[config.mk]
export PLATFORM = sky130hd
export DESIGN_NAME = dbma_mac
export DESIGN_NICKNAME = d
export VERILOG_FILES = /design/src/rtl/dbma_pkg.sv /design/src/rtl/dbma_mac.sv
export SDC_FILE = /design/constraint.sdc
export NUM_CORES = 2
export LEC_CHECK = 0
export ABC_AREA = 1
export BUFFER_PORTS_ARGS = -buffer_cell sky130_fd_sc_hd__buf_2
export CORE_MARGIN = 1.5
export CORE_UTILIZATION = 50
export CTS_BUF_LIST = sky130_fd_sc_hd__clkbuf_2 sky130_fd_sc_hd__clkbuf_4 sky130_fd_sc_hd__clkbuf_8
export CTS_CLUSTER_DIAMETER = 60
export CTS_CLUSTER_SIZE = 40
export DETAILED_ROUTE_END_ITERATION = 8
export HOLD_SLACK_MARGIN = 0.05
export MAX_ROUTING_LAYER = met4
export PLACE_DENSITY = 0.65
export SKIP_CTS_REPAIR_TIMING = 1
export SKIP_LAST_GASP = 1
export SLEW_MARGIN = 20
export SYNTH_ARGS = -nofsm -noshare
export SYNTH_HDL_FRONTEND = slang
export SYNTH_SLANG_ARGS = --single-unit
[constraint.sdc]
create_clock -name i_clk -period 12.7 [get_ports i_clk]
set_input_delay 2.54 -clock i_clk [delete_from_list [all_inputs] [get_ports i_clk]]
set_output_delay 2.54 -clock i_clk [all_outputs]
set_load 0.005 [all_outputs]
[src/rtl/dbma_pkg.sv]
`default_nettype none

package dbma_pkg;

    localparam int ROWS_MAX = 64;
    localparam int COLS_MAX = 64;
    localparam int MAT_DEPTH = ROWS_MAX * COLS_MAX;

    localparam int ROW_W = (ROWS_MAX > 1) ? $clog2(ROWS_MAX) : 1;
    localparam int COL_W = (COLS_MAX > 1) ? $clog2(COLS_MAX) : 1;
    localparam int MAT_AW = (MAT_DEPTH > 1) ? $clog2(MAT_DEPTH) : 1;
    localparam int ROW_CNT_W = $clog2(ROWS_MAX + 1);
    localparam int COL_CNT_W = $clog2(COLS_MAX + 1);

    localparam int DIM_W = 7;
    localparam int IDX_W = 12;
    localparam int VAL_W = 32;
    localparam int SUM_W = 48;
    localparam int FRAC_W = 16;
    localparam int PROD_W = 2 * VAL_W;
    localparam int CFG_IDX_W = 1;

    localparam logic [CFG_IDX_W-1:0] CFG_ROWS = 1'b0;
    localparam logic [CFG_IDX_W-1:0] CFG_COLS = 1'b1;

    typedef enum logic [1:0] {
        ACT_LOAD_VEC = 2'd0,
        ACT_LOAD_SUM = 2'd1,
        ACT_LOAD_MAT = 2'd2,
        ACT_RUN      = 2'd3
    } t_action;

    typedef enum logic [1:0] {
        ST_IDLE,
        ST_MAC,
        ST_DRAIN,
        ST_EMIT
    } t_state;

    typedef struct packed {
        t_action                   action;
        logic [IDX_W-1:0]          index;
        logic signed [VAL_W-1:0]   value;
    } t_in_item;

    typedef struct packed {
        logic [5:0]                row;
        logic signed [SUM_W-1:0]   row_sum;
        logic                      last;
    } t_out_item;

    typedef struct packed {
        logic             valid;
        logic [ROW_W-1:0] row;
    } t_step;

    typedef struct packed {
        logic             en;
        logic [ROW_W-1:0] addr;
    } t_sum_rd;

    typedef struct packed {
        logic             en;
        logic [ROW_W-1:0] addr;
        logic [SUM_W-1:0] data;
    } t_sum_wr;

    typedef struct packed {
        logic             valid;
        logic [ROW_W-1:0] row;
        logic             last;
    } t_emit;

    function automatic logic [ROW_CNT_W-1:0] clamp_rows(input logic [DIM_W-1:0] v);
        logic [31:0] w;
        w = 32'(v);
        if (w > 32'(ROWS_MAX)) begin
            w = 32'(ROWS_MAX);
        end
        return ROW_CNT_W'(w);
    endfunction

    function automatic logic [COL_CNT_W-1:0] clamp_cols(input logic [DIM_W-1:0] v);
        logic [31:0] w;
        w = 32'(v);
        if (w > 32'(COLS_MAX)) begin
            w = 32'(COLS_MAX);
        end
        return COL_CNT_W'(w);
    endfunction

endpackage

`default_nettype wire

[src/rtl/dbma_mac.sv]
`default_nettype none

module dbma_mac (
    input  wire logic                         i_clk,
    input  wire logic                         i_rst_n,
    input  wire dbma_pkg::t_step              i_step,
    input  wire logic [dbma_pkg::VAL_W-1:0]   i_mat_rdata,
    input  wire logic [dbma_pkg::VAL_W-1:0]   i_vec_rdata,
    input  wire logic [dbma_pkg::SUM_W-1:0]   i_sum_rdata,
    output dbma_pkg::t_sum_rd                 o_sum_rd,
    output dbma_pkg::t_sum_wr                 o_sum_wr,
    output logic                              o_busy
);

    localparam logic signed [dbma_pkg::SUM_W-1:0] SAT_MAX = {1'b0, {(dbma_pkg::SUM_W-1){1'b1}}};
    localparam logic signed [dbma_pkg::SUM_W-1:0] SAT_MIN = {1'b1, {(dbma_pkg::SUM_W-1){1'b0}}};

    dbma_pkg::t_step r_s1;
    dbma_pkg::t_step r_s2;
    logic signed [dbma_pkg::PROD_W-1:0] prod;
    logic signed [dbma_pkg::PROD_W-1:0] r_prod;
    logic                               r_fwd;
    logic signed [dbma_pkg::SUM_W-1:0]  r_fwd_data;
    logic signed [dbma_pkg::SUM_W-1:0]  acc;
    logic signed [dbma_pkg::SUM_W-1:0]  addend;
    logic signed [dbma_pkg::SUM_W:0]    wide_sum;
    logic signed [dbma_pkg::SUM_W-1:0]  sum_new;

    assign prod = $signed(i_mat_rdata) * $signed(i_vec_rdata);

    assign acc      = r_fwd ? r_fwd_data : $signed(i_sum_rdata);
    assign addend   = r_prod[dbma_pkg::FRAC_W +: dbma_pkg::SUM_W];
    assign wide_sum = {acc[dbma_pkg::SUM_W-1], acc} + {addend[dbma_pkg::SUM_W-1], addend};

    always_comb begin
        if (wide_sum[dbma_pkg::SUM_W] != wide_sum[dbma_pkg::SUM_W-1]) begin
            sum_new = wide_sum[dbma_pkg::SUM_W] ? SAT_MIN : SAT_MAX;
        end else begin
            sum_new = wide_sum[dbma_pkg::SUM_W-1:0];
        end
    end

    always_comb begin
        o_sum_rd.en   = r_s1.valid;
        o_sum_rd.addr = r_s1.row;
        o_sum_wr.en   = r_s2.valid;
        o_sum_wr.addr = r_s2.row;
        o_sum_wr.data = sum_new;
        o_busy        = r_s1.valid || r_s2.valid;
    end

    always_ff @(posedge i_clk) begin
        if (!i_rst_n) begin
            r_s1  <= '0;
            r_s2  <= '0;
            r_fwd <= 1'b0;
        end else begin
            r_s1  <= i_step;
            r_s2  <= r_s1;
            r_fwd <= r_s1.valid && r_s2.valid && (r_s1.row == r_s2.row);
        end
    end

    always_ff @(posedge i_clk) begin
        r_prod     <= prod;
        r_fwd_data <= sum_new;
    end

endmodule

`default_nettype wire

==> impl_metrics.ini <==
[clock_tree]
cts_max_level = 3
clockRootBuffer = clkbuf_8
tritoncts = yes
clkTransAtPathRegs_ns = 0.13
clock_latency_ns = 0.45
cts-buffers-inserted = 9
clock_sinks = 111
cts_buffer_depth = 2

[routing]
first_pass_iters = 5
wire_per_inst_um = 18.27
drtIter0Drc = 2453
ant_nets = 0
drt_wl_total_um = 130100
drc = 0
vias_per_cell = 5.047
vias = 35928

[synth]
yosysWarningCount = 0
synth_cell_types = 41
yosysTopAreaCell = fa_1
syn_inst = 5930
synth_nets = 7361
synth_area_um2 = 45250
syn_avg_cell_area_um2 = 7.631
ys_ff_latch = 111
yosysTopAreaCellShare = 0.4787
seq_area_frac_synth = 0.04911
synth_area_leaders = fa_1 (48%), inv_1 (15%), nand2_1 (14%)

[floorplanning]
die_area_um2 = 92320
die_h_um = 303.8
initial_core_util = 0.5035
rows = 110
num_io_pins = 184
core-area_um2 = 89870
die_x_um = 303.8

[worst_setup_path]
cp-start-kind = input pin
crit_top_cell = inv_1
worstPathRequired_ns = 13.06
cpMaxStageDelayCell = fa_1
path_class = input pin to flip-flop
slowest_delay_ns = 0.56
cp_max_fo = 32
cp.arrival_ns = 10.26
crit_path_end_kind = flip-flop

[flow_run]
drv_cap = 0

[sta]
whs_ns = 0.4625
rsz0062_at_grt = false
fin_ws_ns = 2.802
relSlewSlack = 0.3708
fmax_mhz = 101.0
period_share = 0.7794
finalSetupTns_ns = 0
clock_skew_ns = 0.02082
hold_violations = 0
drv_slew = 0
setup_viol = 0
finalCriticalPeriod_ns = 9.898
tightestPinTransition_ns = 0.9438

[layout]
syn2layout_area_growth_pct = 4.139
multi_input_area_um2 = 35530
layout.nets = 7364
final_cells = 7118
seq_area_um2 = 2223
nFillCells = 8846
drive_gt1_frac = 0.05608

[global_route]
antenna_found_initial = 4
grt_pass1_wl_um = 213000
overflow = 0
grt_max_degree = 50
grt_pass1_vias = 38864
track_usage = 0.3041

[placement]
place_inst = 7098
port_buffers = 183
preCtsSetupSlack_ns = 2.334
gp_congestion = 1.018
hpwlAfterDp_um = 112000

[hold_path]
hold_class = flip-flop to flip-flop

[status]
status = finished, final reports clean
worst max-delay path, delay by kind of cell:
family / cells / cell delay [ns]
adders and majority gates: 9 / 4.35
buffers and inverters: 11 / 2.11
and+or+nand+nor: 9 / 1.24
logic make-up after synthesis:
group / count (synthesis) / synth area share
compound gates: 242 / 0.02914
xor+xnor: 69 / 0.01336
fa+ha+maj: 1310 / 0.5417
buf+inv: 1976 / 0.1657
flops: 111 / 0.04911
mux: 47 / 0.01170
simple gates: 2175 / 0.1892
layer usage:
| layer | track usage | vias to the layer above | part of all wire |
|---|---|---|---|
| met5 | - | - | 0 |
| met1 | 0.3959 | 17942 | 0.42 |
| li1 | - | 16603 | - |
| met2 | 0.5125 | 1192 | 0.49 |
| met3 | 0.03280 | 191 | 0.061 |
| met4 | 0.07117 | 0 | 0.026 |
synthesized netlist by cell type:
cell	count
dfxtp_1	111
inv_2	11
inv_1	1756
nand3b_1	2
nor2_1	260
fa_1	1082
ha_1	228
nor2_2	7
a21boi_0	4
o21ai_0	68
clkbuf_1	193
or2_2	10
nor3b_1	1
nand4_1	27
nor4_1	7
nor2_4	1
o211ai_1	1
nand2_2	37
buf_2	3
xnor2_1	17
nor3_1	17
clkinv_1	1
a31oi_1	5
a21oi_1	130
and3_1	2
buf_1	5
and2_0	1
o21a_1	4
a2111oi_0	1
xor2_1	52
nand3_1	94
mux2_2	47
a21o_1	12
a21oi_2	1
a31o_2	1
nand3_2	1
and2_1	3
o21bai_1	15
nand2_1	1705
buf_6	4
buf_12	3
final cells by class:
class,count,share of cell area
antenna,4,0.0002124
clock buffer,9,0.002629
clock inverter,7,0.001832
inverter,1768,0.1408
multi-input combinational,3843,0.7540
sequential,111,0.04718
tap,1176,0.03122
timing repair buffer,200,0.02214
metrics by stage:
| stage | area [µm²] | utilization |
|---|---|---|
| floorplan | 45250 | - |
| global placement | 46900 | 0.5219 |
| detailed placement | 46900 | 0.5219 |
| CTS | 47110 | 0.5242 |
| global route | 47120 | 0.5243 |
| finish | 47120 | 0.5243 |
cell usage in the layout, fill, tap and decap left out, types with 4 or more instances in the layout:
| cell type | instances |
|---|---|
| a21boi_0 | 4 |
| nor2_1 | 260 |
| a31oi_1 | 5 |
| dfxtp_1 | 110 |
| nand2_2 | 37 |
| clkbuf_8 | 9 |
| or2_2 | 10 |
| mux2_2 | 47 |
| nor3_1 | 17 |
| inv_1 | 1756 |
| buf_2 | 183 |
| xor2_1 | 52 |
| ha_1 | 228 |
| o21bai_1 | 15 |
| fa_1 | 1082 |
| diode_2 | 4 |
| nand4_1 | 27 |
| xnor2_1 | 17 |
| o21ai_0 | 68 |
| nor2_2 | 7 |
| o21a_1 | 4 |
| inv_2 | 11 |
| nand3_1 | 94 |
| nand2_1 | 1705 |
| a21oi_1 | 130 |
| a21o_1 | 12 |
| nor4_1 | 7 |
| buf_4 | 17 |
sequential cells by signal (all words and copies together) (netlist names):
signal,flops
r_fwd_data,48
r_prod,48
o_sum_rd,7
o_sum_wr,7
r_fwd,1
worst paths after layout:
check,from,end,slack (ns),cells after the start
setup / recovery,i_mat_rdata[31],r_prod[61],2.80,29
hold reg to reg,o_sum_rd[2],o_sum_wr[50],0.46,2
setup reg to reg,r_fwd,r_fwd_data[39],8.56,17
hold / removal,o_sum_rd[2],o_sum_wr[50],0.46,2
Power is not shown: default switching activity piles up to over one toggle a cycle in this logic, so the estimate is an artifact.
