--- config.mk ---
export PLATFORM = sky130hd
export DESIGN_NAME = dbma_seq
export DESIGN_NICKNAME = d
export VERILOG_FILES = /design/src/rtl/dbma_pkg.sv /design/src/rtl/dbma_seq.sv
export SDC_FILE = /design/constraint.sdc
export NUM_CORES = 1
export LEC_CHECK = 0
export ABC_AREA = 1
export BUFFER_PORTS_ARGS = -buffer_cell sky130_fd_sc_hd__buf_2
export CAP_MARGIN = 25
export CORE_MARGIN = 5
export CORE_UTILIZATION = 56
export DETAILED_ROUTE_END_ITERATION = 12
export PLACE_DENSITY = 0.85
export SLEW_MARGIN = 10
export SYNTH_ARGS = -nofsm -noshare
export SYNTH_HDL_FRONTEND = slang
export SYNTH_SLANG_ARGS = --single-unit
--- constraint.sdc ---
create_clock -name i_clk -period 2.8 [get_ports i_clk]
set_input_delay 0.14 -clock i_clk [delete_from_list [all_inputs] [get_ports i_clk]]
set_output_delay 0.14 -clock i_clk [all_outputs]
set_load 0.03 [all_outputs]
--- src/rtl/dbma_pkg.sv ---
`default_nettype none

package dbma_pkg;

    localparam int ROWS_MAX = 64;
    localparam int COLS_MAX = 64;
    localparam int MAT_DEPTH = ROWS_MAX * COLS_MAX;

    localparam int ROW_W = (ROWS_MAX > 1) ? $clog2(ROWS_MAX) : 1;
    localparam int COL_W = (COLS_MAX > 1) ? $clog2(COLS_MAX) : 1;
    localparam int MAT_AW = (MAT_DEPTH > 1) ? $clog2(MAT_DEPTH) : 1;
    localparam int ROW_CNT_W = $clog2(ROWS_MAX + 1);
    localparam int COL_CNT_W = $clog2(COLS_MAX + 1);

    localparam int DIM_W = 7;
    localparam int IDX_W = 12;
    localparam int VAL_W = 32;
    localparam int SUM_W = 48;
    localparam int FRAC_W = 16;
    localparam int PROD_W = 2 * VAL_W;
    localparam int CFG_IDX_W = 1;

    localparam logic [CFG_IDX_W-1:0] CFG_ROWS = 1'b0;
    localparam logic [CFG_IDX_W-1:0] CFG_COLS = 1'b1;

    typedef enum logic [1:0] {
        ACT_LOAD_VEC = 2'd0,
        ACT_LOAD_SUM = 2'd1,
        ACT_LOAD_MAT = 2'd2,
        ACT_RUN      = 2'd3
    } t_action;

    typedef enum logic [1:0] {
        ST_IDLE,
        ST_MAC,
        ST_DRAIN,
        ST_EMIT
    } t_state;

    typedef struct packed {
        t_action                   action;
        logic [IDX_W-1:0]          index;
        logic signed [VAL_W-1:0]   value;
    } t_in_item;

    typedef struct packed {
        logic [5:0]                row;
        logic signed [SUM_W-1:0]   row_sum;
        logic                      last;
    } t_out_item;

    typedef struct packed {
        logic             valid;
        logic [ROW_W-1:0] row;
    } t_step;

    typedef struct packed {
        logic             en;
        logic [ROW_W-1:0] addr;
    } t_sum_rd;

    typedef struct packed {
        logic             en;
        logic [ROW_W-1:0] addr;
        logic [SUM_W-1:0] data;
    } t_sum_wr;

    typedef struct packed {
        logic             valid;
        logic [ROW_W-1:0] row;
        logic             last;
    } t_emit;

    function automatic logic [ROW_CNT_W-1:0] clamp_rows(input logic [DIM_W-1:0] v);
        logic [31:0] w;
        w = 32'(v);
        if (w > 32'(ROWS_MAX)) begin
            w = 32'(ROWS_MAX);
        end
        return ROW_CNT_W'(w);
    endfunction

    function automatic logic [COL_CNT_W-1:0] clamp_cols(input logic [DIM_W-1:0] v);
        logic [31:0] w;
        w = 32'(v);
        if (w > 32'(COLS_MAX)) begin
            w = 32'(COLS_MAX);
        end
        return COL_CNT_W'(w);
    endfunction

endpackage

`default_nettype wire

--- src/rtl/dbma_seq.sv ---
`default_nettype none

module dbma_seq (
    input  wire logic                            i_clk,
    input  wire logic                            i_rst_n,
    input  wire logic                            i_start,
    input  wire logic [dbma_pkg::ROW_CNT_W-1:0]  i_rows,
    input  wire logic [dbma_pkg::COL_CNT_W-1:0]  i_cols,
    input  wire logic                            i_pipe_busy,
    input  wire logic                            i_emit_ok,
    output logic                                 o_idle,
    output dbma_pkg::t_step                      o_step,
    output logic [dbma_pkg::COL_W-1:0]           o_col,
    output logic [dbma_pkg::MAT_AW-1:0]          o_addr,
    output dbma_pkg::t_emit                      o_emit
);

    dbma_pkg::t_state r_state, n_state;
    logic [dbma_pkg::ROW_W-1:0]  r_row, n_row;
    logic [dbma_pkg::COL_W-1:0]  r_col, n_col;
    logic [dbma_pkg::MAT_AW-1:0] r_addr, n_addr;
    logic last_row;
    logic last_col;

    assign last_row = (r_row == dbma_pkg::ROW_W'(i_rows - 1'b1));
    assign last_col = (r_col == dbma_pkg::COL_W'(i_cols - 1'b1));

    always_comb begin
        n_state = r_state;
        n_row   = r_row;
        n_col   = r_col;
        n_addr  = r_addr;
        case (r_state)
            dbma_pkg::ST_IDLE: begin
                if (i_start) begin
                    n_row  = '0;
                    n_col  = '0;
                    n_addr = '0;
                    if (i_rows == '0) begin
                        n_state = dbma_pkg::ST_IDLE;
                    end else if (i_cols == '0) begin
                        n_state = dbma_pkg::ST_EMIT;
                    end else begin
                        n_state = dbma_pkg::ST_MAC;
                    end
                end
            end
            dbma_pkg::ST_MAC: begin
                n_addr = r_addr + 1'b1;
                if (last_row) begin
                    n_row = '0;
                    n_col = r_col + 1'b1;
                    if (last_col) begin
                        n_state = dbma_pkg::ST_DRAIN;
                    end
                end else begin
                    n_row = r_row + 1'b1;
                end
            end
            dbma_pkg::ST_DRAIN: begin
                n_row = '0;
                if (!i_pipe_busy) begin
                    n_state = dbma_pkg::ST_EMIT;
                end
            end
            dbma_pkg::ST_EMIT: begin
                if (i_emit_ok) begin
                    if (last_row) begin
                        n_row   = '0;
                        n_state = dbma_pkg::ST_IDLE;
                    end else begin
                        n_row = r_row + 1'b1;
                    end
                end
            end
            default: begin
                n_state = dbma_pkg::ST_IDLE;
            end
        endcase
    end

    always_comb begin
        o_idle       = (r_state == dbma_pkg::ST_IDLE);
        o_step.valid = (r_state == dbma_pkg::ST_MAC);
        o_step.row   = r_row;
        o_col        = r_col;
        o_addr       = r_addr;
        o_emit.valid = (r_state == dbma_pkg::ST_EMIT) && i_emit_ok;
        o_emit.row   = r_row;
        o_emit.last  = last_row;
    end

    always_ff @(posedge i_clk) begin
        if (!i_rst_n) begin
            r_state <= dbma_pkg::ST_IDLE;
            r_row   <= '0;
            r_col   <= '0;
            r_addr  <= '0;
        end else begin
            r_state <= n_state;
            r_row   <= n_row;
            r_col   <= n_col;
            r_addr  <= n_addr;
        end
    end

endmodule

`default_nettype wire

==> results.toml <==
[clock_network]
clk_pin_slew_ns = 0.15
clock-sinks = 26
cts_resized = 0
cts-root-buf = "clkbuf_4"
cts_made_buffers = 3
htreeDepth = 1
cts_tree = "built"
clk_latency_ns = 0.32
hold_buffers = 0
clock_path_buffers = 2
cts_setup_buffers = 0

[drt]
vias = 1855
drtPass1Iterations = 4
antenna_left = 0
routed_via_density = 4.947
drc_errors = 0
drt_wl_total_um = 4084
wl_per_cell_um = 10.89
drt_iter0_drc = 66

[timing]
rsz0062_at_grt = "false"
max-slew-margin-rel_pct = 50.92
worst_slack_ns = 0.8858
hold-worst-slack_ns = 0.1160
worst_pin_slew_ns = 0.7313
fmax_mhz = 522.4
finalSetupViolations = 0
report.final.hold_viol_count = 0
final.setup_skew_ns = 0.003350
maxSlewViolCount = 0
fin_crit_sh_pct = 68.36
timing.setup.tns_ns = 0
timing.final.crit_period_ns = 1.914

[global_route]
grt_antenna_before_repair = 0
grt.overflow.total = 0
first_global_vias = 1699
track_usage_pct = 18.75
grt_max_degree = 16
grt_pass1_wl_um = 6872

[critical_path]
max_stage_delay_ns = 0.40
path_class = "flip-flop to flip-flop"
r2r_slack_ns = 0.89
r2r-start = "r_state[0]"
path_cells = "inv_1, ha_1, nand2_2, o21ai_4, nor2_4, nand4_2, nor2_1, nand2_1, o21ai_1, nand2_1, a21oi_1"
start_kind = "flip-flop"
critPathSlowestCell = "dfxtp_1"
cp.arrival_ns = 2.18
worstPathRequired_ns = 3.06
crit_top_cell = "nand2_1"
cp_max_fo = 6
crit_buf_inv = 1
end_kind = "flip-flop"
path_delay_family = "simple AND/OR/NAND/NOR gates"
worst_r2r_path_depth = 11
reg2reg_to = "o_addr[10]"

[synth]
synthCells = 281
synth_edf_count = 0
ys_types = 33
synth-simple-area-share_pct = 37.02
synthArstFlopShare_pct = 0
synth_top_family_by_area = "simple AND/OR/NAND/NOR gates"
syn_area_um2 = 1889
synthXorXnorAreaFrac_pct = 5.828
yosys.area.top_type = "dfxtp_1"
synth_compound_gate_area_share_pct = 10.86
synthFlopType = "dfxtp_1"
synth.area.top_cells = "dfxtp_1 28%, nand2_1 14%, inv_1 7.7%, ha_1 6.6%, a21oi_1 6.1%"
ys_seq_area_share_pct = 27.55
synth_fa_ha_area_share_pct = 6.623
ys_ff_latch = 26
yosys.area.top_type_share_pct = 27.55
syn-num-nets = 310
yosysWarnings = 0
synth_area_per_cell_um2 = 6.724
muxShareOfSynthArea_pct = 0

[worst_hold_path]
min_path_type = "input pin to flip-flop"
worst_hold_path.endpoint = "o_col[2]"
hp-start = "i_rst_n"
hold_path_depth = 3

[placement]
hpwl_um = 3336
pre_cts_slack_ns = 0.9508
gp_congestion = 0.8388
portBuffers = 52

[final_layout]
antenna_cells = 0
fillers = 323
regArea_um2 = 520.5
final_common_cell = "nand2_1"
multi_input_comb_area_um2 = 1140
layout-drive-gt1-share_pct = 24.92
nets = 359
final_cell_mix = "70 x nand2_1, 52 x buf_2, 39 x inv_1"
finish.utilization_pct = 66.33
areaGrowthSynthToFinish_pct = 16.23

[floorplan]
core_area_um2 = 3311
io_pins = 53
die_area_um2 = 4636
die_h_um = 68.09
fp.dieW_um = 68.09
start_util_pct = 57.07
rows = 21

[outcome]
status = "completed"

[power]
clkPwrFrac_pct = 18.6
power.density_nw_per_um2 = 635.8
swShare_pct = 45.89
sequentialPowerShare_pct = 30.2
power.leakage_nw = 1.082
vdd_drop_max_mv = 0.6278
pwr-share-comb_pct = 51.2
internal_power_w = 0.0007555
p_switching_w = 0.0006407

[flow_run]
cap_violations = 0
==> worst min-delay path: stages <==
cell,delay (ns)
buf_2,0.15
nand2_1,0.08
nor2_1,0.04
==> cell families after synthesis <==
kind of cell / Yosys count
simple gates: 146
buf+inv: 52
compound gates: 36
flops: 26
xor+xnor: 11
fa+ha+maj: 10
==> power groups by stage <==
stage,clock network (W),registers (W),logic (W)
after global routing,0.000280,0.000427,0.000792
after detailed placement,0,0.000431,0.000699
after CTS,0.000267,0.000422,0.000710
final,0.000259,0.000422,0.000715
after floorplan,0,0.000445,0.000552
after global placement,0,0.000428,0.000684
==> synth_stat cells, types with 2 or more instances <==
| master | number |
|---|---|
| nand2_4 | 3 |
| o21ai_1 | 3 |
| nand2_1 | 70 |
| nor2_1 | 27 |
| nand3_1 | 17 |
| nor4_1 | 2 |
| nand4_1 | 4 |
| dfxtp_1 | 26 |
| nor2_4 | 2 |
| nand2_2 | 3 |
| inv_1 | 39 |
| xnor2_1 | 5 |
| a21oi_1 | 23 |
| nor2_2 | 5 |
| a21oi_2 | 2 |
| nor3_1 | 4 |
| nand3b_1 | 2 |
| inv_2 | 4 |
| ha_1 | 10 |
| nand3_2 | 3 |
| xor2_1 | 5 |
| o21ai_0 | 5 |
| buf_4 | 7 |
==> registers in the layout, indices dropped and copies added, names as in the netlist <==
name	cells
o_addr	12
r_state	2
o_col	6
r_row	6
==> layer usage <==
| layer | up-vias | track usage (%) | wire length [um] | share of wire [%] |
|---|---|---|---|---|
| met3 | 4 | 1.970 | 231 | 5.7 |
| met5 | - | 0 | 0 | 0 |
| met2 | 48 | 33.21 | 1894 | 46 |
| met4 | 0 | 4.467 | 26 | 0.64 |
| li1 | 985 | - | - | - |
| met1 | 818 | 24.22 | 1931 | 47 |
==> through the flow <==
stage / instance area [um2] / cells / total power, W
after CTS: 2196 / 375 / 0.001399
final: 2196 / 375 / 0.001396
after floorplan: 1889 / 281 / 0.0009975
after global placement: 2143 / 371 / 0.001112
after global routing: 2196 / 375 / 0.001498
after detailed placement: 2143 / 371 / 0.001130
==> layout make-up <==
| cell class | count | share of cell area (%) |
|---|---|---|
| tap | 46 | 2.621 |
| clock inverter | 1 | 1.368 |
| timing repair buffer | 52 | 11.85 |
| sequential | 26 | 23.70 |
| inverter | 44 | 7.521 |
| clock buffer | 3 | 1.026 |
| multi-input combinational | 203 | 51.91 |
==> worst max-delay path by stage <==
stage | from | to | slack [ns] | cells past startpoint
2_1_floorplan | r_state[0] | o_addr[9] | 0.98 | 9
3_3_place_gp | r_state[1] | o_addr[6] | 1.04 | 9
3_5_place_dp | r_state[0] | o_addr[10] | 0.95 | 11
4_1_cts | r_state[1] | o_addr[5] | 0.91 | 9
5_1_grt | r_state[1] | o_addr[11] | 0.66 | 9
6_report | r_state[0] | o_addr[10] | 0.89 | 11
No activity file was read; power rests on OpenSTA's default activity.
